`src/sv/csmm_pkg.sv`:
```
// Shared widths and reset constants for the carry-save Montgomery multiplier.
package csmm_pkg;

	localparam int WIDTH_DEF = 16;
	localparam int OPND_W    = 15;
	localparam int MOD_W     = 15;
	localparam int PROD_W    = 16;

	localparam logic [MOD_W-1:0] MOD_RESET = 15'd3329;

endpackage

```
`src/sv/carry_save_montgomery_multiplier_core.sv`:
```
// Top level: modulus register, chain of Montgomery bit cells, final reduction.
// Pipeline: one cell per multiplicand bit, then a resolve stage and a subtract
//   stage.
// Throughput: one word per cycle; busy stays low, the chain takes a new word every cycle.
// Reset: arst_n clears all valid flags and loads the modulus with 3329.
// The result strobe done lasts one cycle; the receiver cannot stall the chain.
module carry_save_montgomery_multiplier_core #(
	parameter int WIDTH = csmm_pkg::WIDTH_DEF
) (
	input  logic                          clk,
	input  logic                          arst_n,
	input  logic                          start,
	output logic                          busy,
	input  logic [csmm_pkg::OPND_W-1:0]   multiplicand,
	input  logic [csmm_pkg::OPND_W-1:0]   multiplier,
	input  logic                          cfg_valid,
	output logic                          cfg_ready,
	input  logic [csmm_pkg::MOD_W-1:0]    cfg_data,
	output logic                          done,
	output logic [csmm_pkg::PROD_W-1:0]   product
);

	localparam int SW  = (WIDTH > csmm_pkg::OPND_W) ? WIDTH : csmm_pkg::OPND_W;
	localparam int LAT = WIDTH + 2;

	logic [csmm_pkg::MOD_W-1:0] mod_q;

	logic                        vld_c   [0:WIDTH];
	logic [WIDTH-1:0]            a_c     [0:WIDTH];
	logic [csmm_pkg::OPND_W-1:0] b_c     [0:WIDTH];
	logic [SW-1:0]               sum_c   [0:WIDTH];
	logic [SW-1:0]               carry_c [0:WIDTH];
	logic [SW-1:0]               a_ext;

	assign busy      = 1'b0;
	assign cfg_ready = 1'b1;

	always_ff @(posedge clk or negedge arst_n) begin
		if (!arst_n) begin
			mod_q <= csmm_pkg::MOD_RESET;
		end else if (cfg_valid && cfg_ready) begin
			mod_q <= cfg_data;
		end
	end

	assign a_ext      = SW'(multiplicand);
	assign vld_c[0]   = start && !busy;
	assign a_c[0]     = a_ext[WIDTH-1:0];
	assign b_c[0]     = multiplier;
	assign sum_c[0]   = '0;
	assign carry_c[0] = '0;

	for (genvar i = 0; i < WIDTH; i++) begin : g_cell
		csmm_cell #(
			.WIDTH (WIDTH),
			.SW    (SW),
			.BIT   (i)
		) u_cell (
			.clk     (clk),
			.arst_n  (arst_n),
			.vld_i   (vld_c[i]),
			.a_i     (a_c[i]),
			.b_i     (b_c[i]),
			.sum_i   (sum_c[i]),
			.carry_i (carry_c[i]),
			.mod_i   (mod_q),
			.vld_o   (vld_c[i+1]),
			.a_o     (a_c[i+1]),
			.b_o     (b_c[i+1]),
			.sum_o   (sum_c[i+1]),
			.carry_o (carry_c[i+1])
		);
	end

	csmm_final #(
		.SW (SW)
	) u_final (
		.clk     (clk),
		.arst_n  (arst_n),
		.vld_i   (vld_c[WIDTH]),
		.sum_i   (sum_c[WIDTH]),
		.carry_i (carry_c[WIDTH]),
		.mod_i   (mod_q),
		.done    (done),
		.product (product)
	);

	// every result traces back to an earlier accepted word
	a_done_from_start: assert property (@(posedge clk) disable iff (!arst_n)
		done |-> $past(start && !busy, LAT))
		else $error("done without matching start");

	// reduced operands under an odd modulus give a fully reduced product
	a_reduced: assert property (@(posedge clk) disable iff (!arst_n)
		(done && (WIDTH >= 16) && mod_q[0] && (mod_q >= 3)
			&& ($past(mod_q, LAT) == mod_q)
			&& ($past(multiplicand, LAT) < mod_q)
			&& ($past(multiplier, LAT) < mod_q))
		|-> (product < csmm_pkg::PROD_W'(mod_q)))
		else $error("product not reduced");

endmodule

```
`src/sv/csmm_cell.sv`:
```
// One bit step of the Montgomery chain: conditional add, odd fix-up, halve.
module csmm_cell #(
	parameter int WIDTH = csmm_pkg::WIDTH_DEF,
	parameter int SW    = csmm_pkg::OPND_W,
	parameter int BIT   = 0
) (
	input  logic                          clk,
	input  logic                          arst_n,
	input  logic                          vld_i,
	input  logic [WIDTH-1:0]              a_i,
	input  logic [csmm_pkg::OPND_W-1:0]   b_i,
	input  logic [SW-1:0]                 sum_i,
	input  logic [SW-1:0]                 carry_i,
	input  logic [csmm_pkg::MOD_W-1:0]    mod_i,
	output logic                          vld_o,
	output logic [WIDTH-1:0]              a_o,
	output logic [csmm_pkg::OPND_W-1:0]   b_o,
	output logic [SW-1:0]                 sum_o,
	output logic [SW-1:0]                 carry_o
);

	localparam logic [SW:0]   ONE_W = (SW+1)'(1) << WIDTH;
	localparam logic [SW-1:0] WMASK = SW'(ONE_W - (SW+1)'(1));

	logic [SW-1:0] b_ext;
	logic [SW-1:0] m_ext;
	logic [SW-1:0] cs;
	logic [SW-1:0] sx;
	logic [SW-1:0] s1;
	logic [SW-1:0] c1;
	logic [SW-1:0] addend;
	logic [SW-1:0] g;
	logic [SW-1:0] x;
	logic [SW-1:0] h;
	logic [SW-1:0] sum_n;
	logic [SW-1:0] carry_n;

	logic                        vld_q;
	logic [WIDTH-1:0]            a_q;
	logic [csmm_pkg::OPND_W-1:0] b_q;
	logic [SW-1:0]               sum_q;
	logic [SW-1:0]               carry_q;

	always_comb begin
		b_ext = SW'(b_i);
		m_ext = SW'(mod_i);
		cs    = {carry_i[SW-2:0], 1'b0} & WMASK;
		sx    = sum_i ^ b_ext;
		if (a_i[BIT]) begin
			s1 = cs ^ sx;
			c1 = (sum_i & b_ext) | (cs & sx);
		end else begin
			s1 = sum_i;
			c1 = carry_i;
		end
		addend  = s1[0] ? m_ext : '0;
		g       = s1 & addend;
		x       = ((s1 ^ addend) & WMASK) >> 1;
		h       = x ^ g;
		sum_n   = c1 ^ h;
		carry_n = (x & g) | (c1 & h);
	end

	always_ff @(posedge clk or negedge arst_n) begin
		if (!arst_n) begin
			vld_q <= 1'b0;
		end else begin
			vld_q <= vld_i;
		end
	end

	always_ff @(posedge clk) begin
		a_q     <= a_i;
		b_q     <= b_i;
		sum_q   <= sum_n;
		carry_q <= carry_n;
	end

	assign vld_o   = vld_q;
	assign a_o     = a_q;
	assign b_o     = b_q;
	assign sum_o   = sum_q;
	assign carry_o = carry_q;

endmodule

```
`src/sv/csmm_final.sv`:
```
// Resolves the carry-save pair and applies the single modulus subtraction.
module csmm_final #(
	parameter int SW = csmm_pkg::OPND_W
) (
	input  logic                          clk,
	input  logic                          arst_n,
	input  logic                          vld_i,
	input  logic [SW-1:0]                 sum_i,
	input  logic [SW-1:0]                 carry_i,
	input  logic [csmm_pkg::MOD_W-1:0]    mod_i,
	output logic                          done,
	output logic [csmm_pkg::PROD_W-1:0]   product
);

	localparam int PW = SW + 2;

	logic          vld_s1;
	logic [PW-1:0] p_s1;
	logic          vld_s2;
	logic [PW-1:0] p_red;
	logic [csmm_pkg::PROD_W-1:0] product_s2;

	always_comb begin
		if (p_s1 >= PW'(mod_i)) begin
			p_red = p_s1 - PW'(mod_i);
		end else begin
			p_red = p_s1;
		end
	end

	always_ff @(posedge clk or negedge arst_n) begin
		if (!arst_n) begin
			vld_s1 <= 1'b0;
			vld_s2 <= 1'b0;
		end else begin
			vld_s1 <= vld_i;
			vld_s2 <= vld_s1;
		end
	end

	always_ff @(posedge clk) begin
		p_s1       <= {1'b0, carry_i, 1'b0} + PW'(sum_i);
		product_s2 <= p_red[csmm_pkg::PROD_W-1:0];
	end

	assign done    = vld_s2;
	assign product = product_s2;

endmodule
```
`config.mk`:
```
export PLATFORM = sky130hd
export DESIGN_NAME = carry_save_montgomery_multiplier_core
export DESIGN_NICKNAME = d
export VERILOG_FILES = /design/src/sv/csmm_pkg.sv /design/src/sv/carry_save_montgomery_multiplier_core.sv /design/src/sv/csmm_cell.sv /design/src/sv/csmm_final.sv
export SDC_FILE = /design/constraint.sdc
export NUM_CORES = 2
export LEC_CHECK = 0
export BUFFER_PORTS_ARGS = -buffer_cell sky130_fd_sc_hd__clkbuf_2
export CAP_MARGIN = 20
export CORE_UTILIZATION = 55
export DETAILED_ROUTE_END_ITERATION = 12
export PLACE_DENSITY = 0.8
export SYNTH_ARGS = -nofsm -noshare
export SYNTH_HDL_FRONTEND = slang
export SYNTH_SLANG_ARGS = --single-unit
```
`constraint.sdc`:
```
create_clock -name clk -period 2.4 [get_ports clk]
set_input_delay 0.24 -clock clk [delete_from_list [all_inputs] [get_ports clk]]
set_output_delay 0.24 -clock clk [all_outputs]
set_load 0.02 [all_outputs]
```
Word-level counts from Yosys, hierarchy flattened
Index checks and enable logic that the tools add are counted.
- flip-flop bits (word level): 999
- input port bits: 49
- word-level logic and storage cells: 309
- add/subtract/negate cells: 2
- magnitude comparators: 1
- mux-type cells: 46
- bitwise gates (word level): 179
- operators with widths (kind ; count):
    AND 16 bit ; 45
    XOR 16 bit ; 45
    two-way mux 16 bit ; 29
    OR 16 bit ; 29
    AND 15 x 16 -> 16 bit ; 16
    XOR 15 x 16 -> 16 bit ; 16
    two-way mux 15 bit ; 17
    AND 16 x 15 -> 16 bit ; 14
    XOR 16 x 15 -> 16 bit ; 14
    adder 17 x 16 -> 18 bit ; 1
    greater-or-equal comparator 18 x 15 -> 1 bit ; 1
    subtractor 16 x 15 -> 16 bit ; 1

Depth between registers and ports, before layout
- depth in word-level cells: 8
- depth in mapped cells: 11
- depth with buffers taken out: 10

By module
A second synthesis with hierarchy kept.
- cells, all modules: 4745
- area total of the unflattened synthesis: 49226.0 µm²
- by module, submodules not included (module ; times used ; cells each ; area each (µm²) ; sequential area each (µm²)):
    csmm_cell at g_cell[12].u_cell ... ; 8 ; 276 ; 2877.8 ; 1266.2
    csmm_cell at g_cell[0].u_cell ... ; 3 ; 275 ; 2885.3 ; 1266.2
    csmm_cell at g_cell[6].u_cell ... ; 3 ; 283 ; 2880.3 ; 1266.2
    csmm_cell at g_cell[5].u_cell ; 1 ; 279 ; 2890.3 ; 1266.2
    csmm_cell at g_cell[9].u_cell ; 1 ; 281 ; 2886.5 ; 1266.2
    csmm_final ; 1 ; 267 ; 2489.9 ; 730.7
    carry_save_montgomery_multiplier_core ; 1 ; 36 ; 640.6 ; 380.4

Worst setup path after synthesis
OpenSTA, ideal clock, no wires.
- kind: reg2reg
- start: register mod_q[11] in the netlist's numbering
- end: register u_final.product_s2 (netlist bit u_final.product[1])
- setup time: 0.121 ns
- data arrival time: 2.499 ns
- data required time: 2.279 ns
- path slack: -0.220 ns
- cell stages (with the launch flop): 11
- clock period less this slack: 2.620 ns
- cell sequence: dfstp_2 inv_1 clkbuf_1 ha_1 clkbuf_2 a21oi_1 nor2_1 a211oi_1 a31oi_4 buf_6 mux2_4
- cells in the longest elaborated chain, start to end: 2
- ends and longest elaborated chain (item ; line ; text):
    from (decl) ; carry_save_montgomery_multiplier_core.sv:26 ; logic [csmm_pkg::MOD_W-1:0] mod_q;
    from (signal assigned) ; carry_save_montgomery_multiplier_core.sv:40 ; mod_q <= csmm_pkg::MOD_RESET;
    from (signal assigned) ; carry_save_montgomery_multiplier_core.sv:42 ; mod_q <= cfg_data;
    greater-or-equal comparator 18 x 15 -> 1 bit ; csmm_final.sv:24 ; if (p_s1 >= PW'(mod_i)) begin
    two-way mux 16 bit ; csmm_final.sv:24 ;
    named net u_final.p_red[1] ; csmm_final.sv:20 ; logic [PW-1:0] p_red;
    to (signal assigned) ; csmm_final.sv:43 ; product_s2 <= p_red[csmm_pkg::PROD_W-1:0];
    to (decl) ; csmm_final.sv:21 ; logic [csmm_pkg::PROD_W-1:0] product_s2;
The timed path passes the listed nets, and every way through them passes these cells.
A chain may end at the register's enable or synchronous reset.

Worst setup path after layout
- start: register mod_q[0] in the netlist's numbering
- end: register u_final.product_s2 (netlist bit u_final.product[1])
- cells in the longest elaborated chain, start to end: 2
- elaborated cells on any way between the ends: 3
- those cells by class: 1 x add/sub; 1 x order compare; 1 x mux
- ends and longest elaborated chain (item ; line):
    subtractor 16 x 15 -> 16 bit or greater-or-equal comparator 18 x 15 -> 1 bit (tied branches) ; csmm_final.sv:25, csmm_final.sv:24
    two-way mux 16 bit (*) ; csmm_final.sv:24
    named net u_final.p_red[1] ; csmm_final.sv:20
The timed path passes the listed nets; every way through them passes the cells marked *.

==> results.cfg <==
[status]
run_status = complete, but fails checks
violations = setup timing

[place]
placed_cells = 3645
dp_hpwl_mm = 50.6
io_buffers = 65
postPlaceCellArea_mm2 = 0.0393
routabilityCongestion = 0.850

[logic_synthesis]
ys_seq_elements = 860
async_flop_share_pct = 3.84
ys_seq_area_share_pct = 46.5
yosysTopAreaCell = dfxtp_1
yosys_warnings = 0
synth_flop_cell = dfxtp_1
synth_cell_types = 52
synth_edf_count = 0
syn_nets = 3457
syn_area_mm2 = 0.0374
synth_area_leaders = dfxtp_1 44%, fa_1 23%, mux2_2 12%, ha_1 9.5%, nor2_1 2.1%
netlist_instances = 2704
avgSynthCellArea_um2 = 13.8
synth_top_area_share_pct = 44.2

[sta]
max_freq_mhz = 383
final.min_clock_period_ps = 2610
drv_slew = 0
postLayoutSetupSlackWorst_ps = -210
period_share_pct = 109
rsz0062_at_grt = true
fin_worst_skew_ps = 20.9
tightest_slew_ps = 1040
hold_viol = 0
setup_violations = 16
hold_slack_ps = 207
relSlewSlack_pct = 29.9

[layout]
final_cells = 3854
final_util_pct = 63.8
drive_gt1_share_pct = 23.9
fill_cells = 4651
design_area_mm2 = 0.0429
diodes = 0
areaGrowthSynthToFinish_pct = 14.7
fin_nets = 3662

[clocking]
cts-root-buf = clkbuf_16
clock-sinks = 860
clock_latency_ps = 640
cts_buffer_depth = 3
cts_buffers = 86
cts_tree = done
clk_pin_slew_worst_paths_ps = 60
htreeDepth = 3

[setup_path]
cp_data_arrival_time_ps = 3130
required_ps = 2920
end_kind = register
crit_path_start_kind = register
crit_type = register to register
cp_max_fo = 7

[die]
core-area_mm2 = 0.0673
rows = 95
fp.dieArea_mm2 = 0.0691
fp.dieW_um = 263
io_pins = 68
fp.dieH_um = 263
start_util_pct = 55.6

[route]
vias = 20000
wire_per_inst_um = 18.0
drc = 0
initialDrtViolationCount = 748
drt-total-wl_mm = 69.5
detail-route-antenna-nets = 0
drtPass1Iterations = 5
vias_per_cell = 5.18

[global_routing]
antenna_found_initial = 1
grt_max_degree = 34
grt_first_pass_wirelength_mm = 116
grt_util_all_layers_pct = 21.1
overflow = 0
grt_pass1_vias = 23000

[run]
maxCapViolCount = 0

[pwr]
power_density_mw_per_mm2 = 1310
vdd_ir_drop_max_uv = 750
p_leak_uw = 0.0196

[min_path]
hp-class = input pin to register
[registers in the layout, indices dropped and copies added, names as in the netlist]
| name | flops |
|---|---|
| u_final.product | 16 |
| g_cell.u_cell.vld_o | 16 |
| g_cell.u_cell.sum_o | 240 |
| u_final.vld_s1 | 1 |
| u_final.p_s1 | 17 |
| g_cell.u_cell.b_o | 210 |
| mod_q | 15 |
| u_final.done | 1 |
| g_cell.u_cell.a_o | 105 |
| g_cell.u_cell.carry_o | 239 |
[kinds of logic (layout without fill, tap and decap cells)]
| kind of cell | count (synthesis) | after routing | share of synthesized area (%) |
|---|---|---|---|
| flops | 860 | 860 | 46.5 |
| fa+ha+maj | 704 | 704 | 32.0 |
| mux | 438 | 438 | 13.0 |
| simple gates | 334 | 334 | 3.85 |
| buf+inv | 258 | 534 | 2.63 |
| compound gates | 87 | 88 | 1.54 |
| xor+xnor | 21 | 21 | 0.491 |
| other cells | 2 | 2 | 0.0201 |
[critical path, stage by stage, from the launching register on]
cell and delay (ps):
dfstp_2 550, ha_4 130, inv_2 40, fa_2 370
a21oi_4 190, o211ai_1 140, a21o_1 240, o21ai_4 240
a31oi_4 200, mux2_4 380
[worst paths after layout]
| path | end | depth (start not counted) | startpoint | slack [ps] |
|---|---|---|---|---|
| worst min register to register | g_cell[7].u_cell.a_o[12]$_DFF_P_ | 0 | g_cell[6].u_cell.a_o[12]$_DFF_P_ | 320 |
| worst max register to register | u_final.product[1]$_DFF_P_ | 9 | mod_q[0]$_DFFE_PN1P_ | -210 |
| min in group asynchronous | u_final.done$_DFF_PN0_ | 2 | arst_n | 240 |
| max in group asynchronous | mod_q[12]$_DFFE_PN0P_ | 2 | arst_n | 1640 |
| worst min-delay path | mod_q[11]$_DFFE_PN1P_ | 3 | cfg_valid | 210 |
| worst max-delay path | u_final.product[1]$_DFF_P_ | 9 | mod_q[0]$_DFFE_PN1P_ | -210 |
[stage by stage]
| stage | TNS (ps) | power (µW) | setup slack (ps) |
|---|---|---|---|
| 6_report | -2750 | 56300 | -210 |
| 4_1_cts | -2090 | 56900 | -164 |
| 5_1_grt | -3680 | 61200 | -258 |
| 2_1_floorplan | -221 | 35600 | -55.7 |
| 3_5_place_dp | -2340 | 42000 | -184 |
| 3_3_place_gp | -810 | 40400 | -75.2 |
[layout make-up]
type	count	area, µm²	share of cell area, %
Multi-Input combinational cell	1587	19200	44.7
Sequential cell	860	17400	40.5
Clock buffer	121	2530	5.89
Timing Repair Buffer	200	1570	3.66
Tap cell	873	1090	2.54
Inverter	174	653	1.52
Clock inverter	39	527	1.23
[synth_stat cells, types with 3 or more instances]
cell type,instances
xnor2_1,15
buf_1,46
o21ai_0,30
a21o_1,7
mux2i_1,47
a21oi_1,18
ha_1,283
nand2b_1,16
mux2_2,390
clkbuf_1,33
inv_1,174
and3_1,17
dfxtp_1,827
dfstp_2,4
nor2_1,211
dfrtp_1,29
o21bai_1,4
o211ai_1,4
nand2_1,48
a211oi_1,5
and2_1,31
fa_1,421
xor2_1,6
o21a_1,3
[repair_timing]
item                                    4_1_cts  5_1_grt
hold endpoints to repair                     75        0
gates resized for setup                       4        8
buffers inserted                              1        1
hold buffers                                 46        0
endpoints found under the setup margin       16       30
pin swaps                                     2        2
cloned                                        1        0
[cells in the final DEF, fill, tap and decap left out, types with 3 or more instances in the layout]
| cell type | count |
|---|---|
| dfxtp_1 | 827 |
| fa_1 | 419 |
| mux2_2 | 388 |
| ha_1 | 281 |
| nor2_1 | 211 |
| inv_1 | 173 |
| clkbuf_16 | 89 |
| buf_4 | 79 |
| clkbuf_2 | 65 |
| nand2_1 | 48 |
| dlygate4sd3_1 | 46 |
| mux2i_1 | 45 |
| and2_1 | 31 |
| o21ai_0 | 30 |
| dfrtp_1 | 29 |
| clkbuf_8 | 18 |
| and3_1 | 17 |
| a21oi_1 | 17 |
| clkinv_2 | 17 |
| nand2b_1 | 16 |
| xnor2_1 | 15 |
| clkbuf_1 | 14 |
| bufinv_16 | 10 |
| buf_12 | 9 |
| a21o_1 | 7 |
| xor2_1 | 6 |
| o211ai_1 | 4 |
| o21bai_1 | 4 |
| clkinv_8 | 4 |
| clkinvlp_4 | 4 |
| dfstp_2 | 4 |
| mux2_4 | 3 |
| o21a_1 | 3 |
| a211oi_1 | 3 |
[layer usage]
metal / global-route usage, % / vias up / wire (µm)
met5: 0 / - / 0
met4: 8.35 / 0 / 2690
met3: 3.97 / 193 / 2750
met2: 38.0 / 365 / 35900
met1: 24.9 / 10100 / 28100
li1: - / 9301 / -
[power breakdown]
group	leakage (µW)	switching, µW	internal [µW]
Sequential	0.00731	2490	18700
Combinational	0.0108	10700	10300
Clock	0.00150	5660	8480
Total	0.0196	18900	37500
Note: power is estimated with default switching activity, not from simulation.
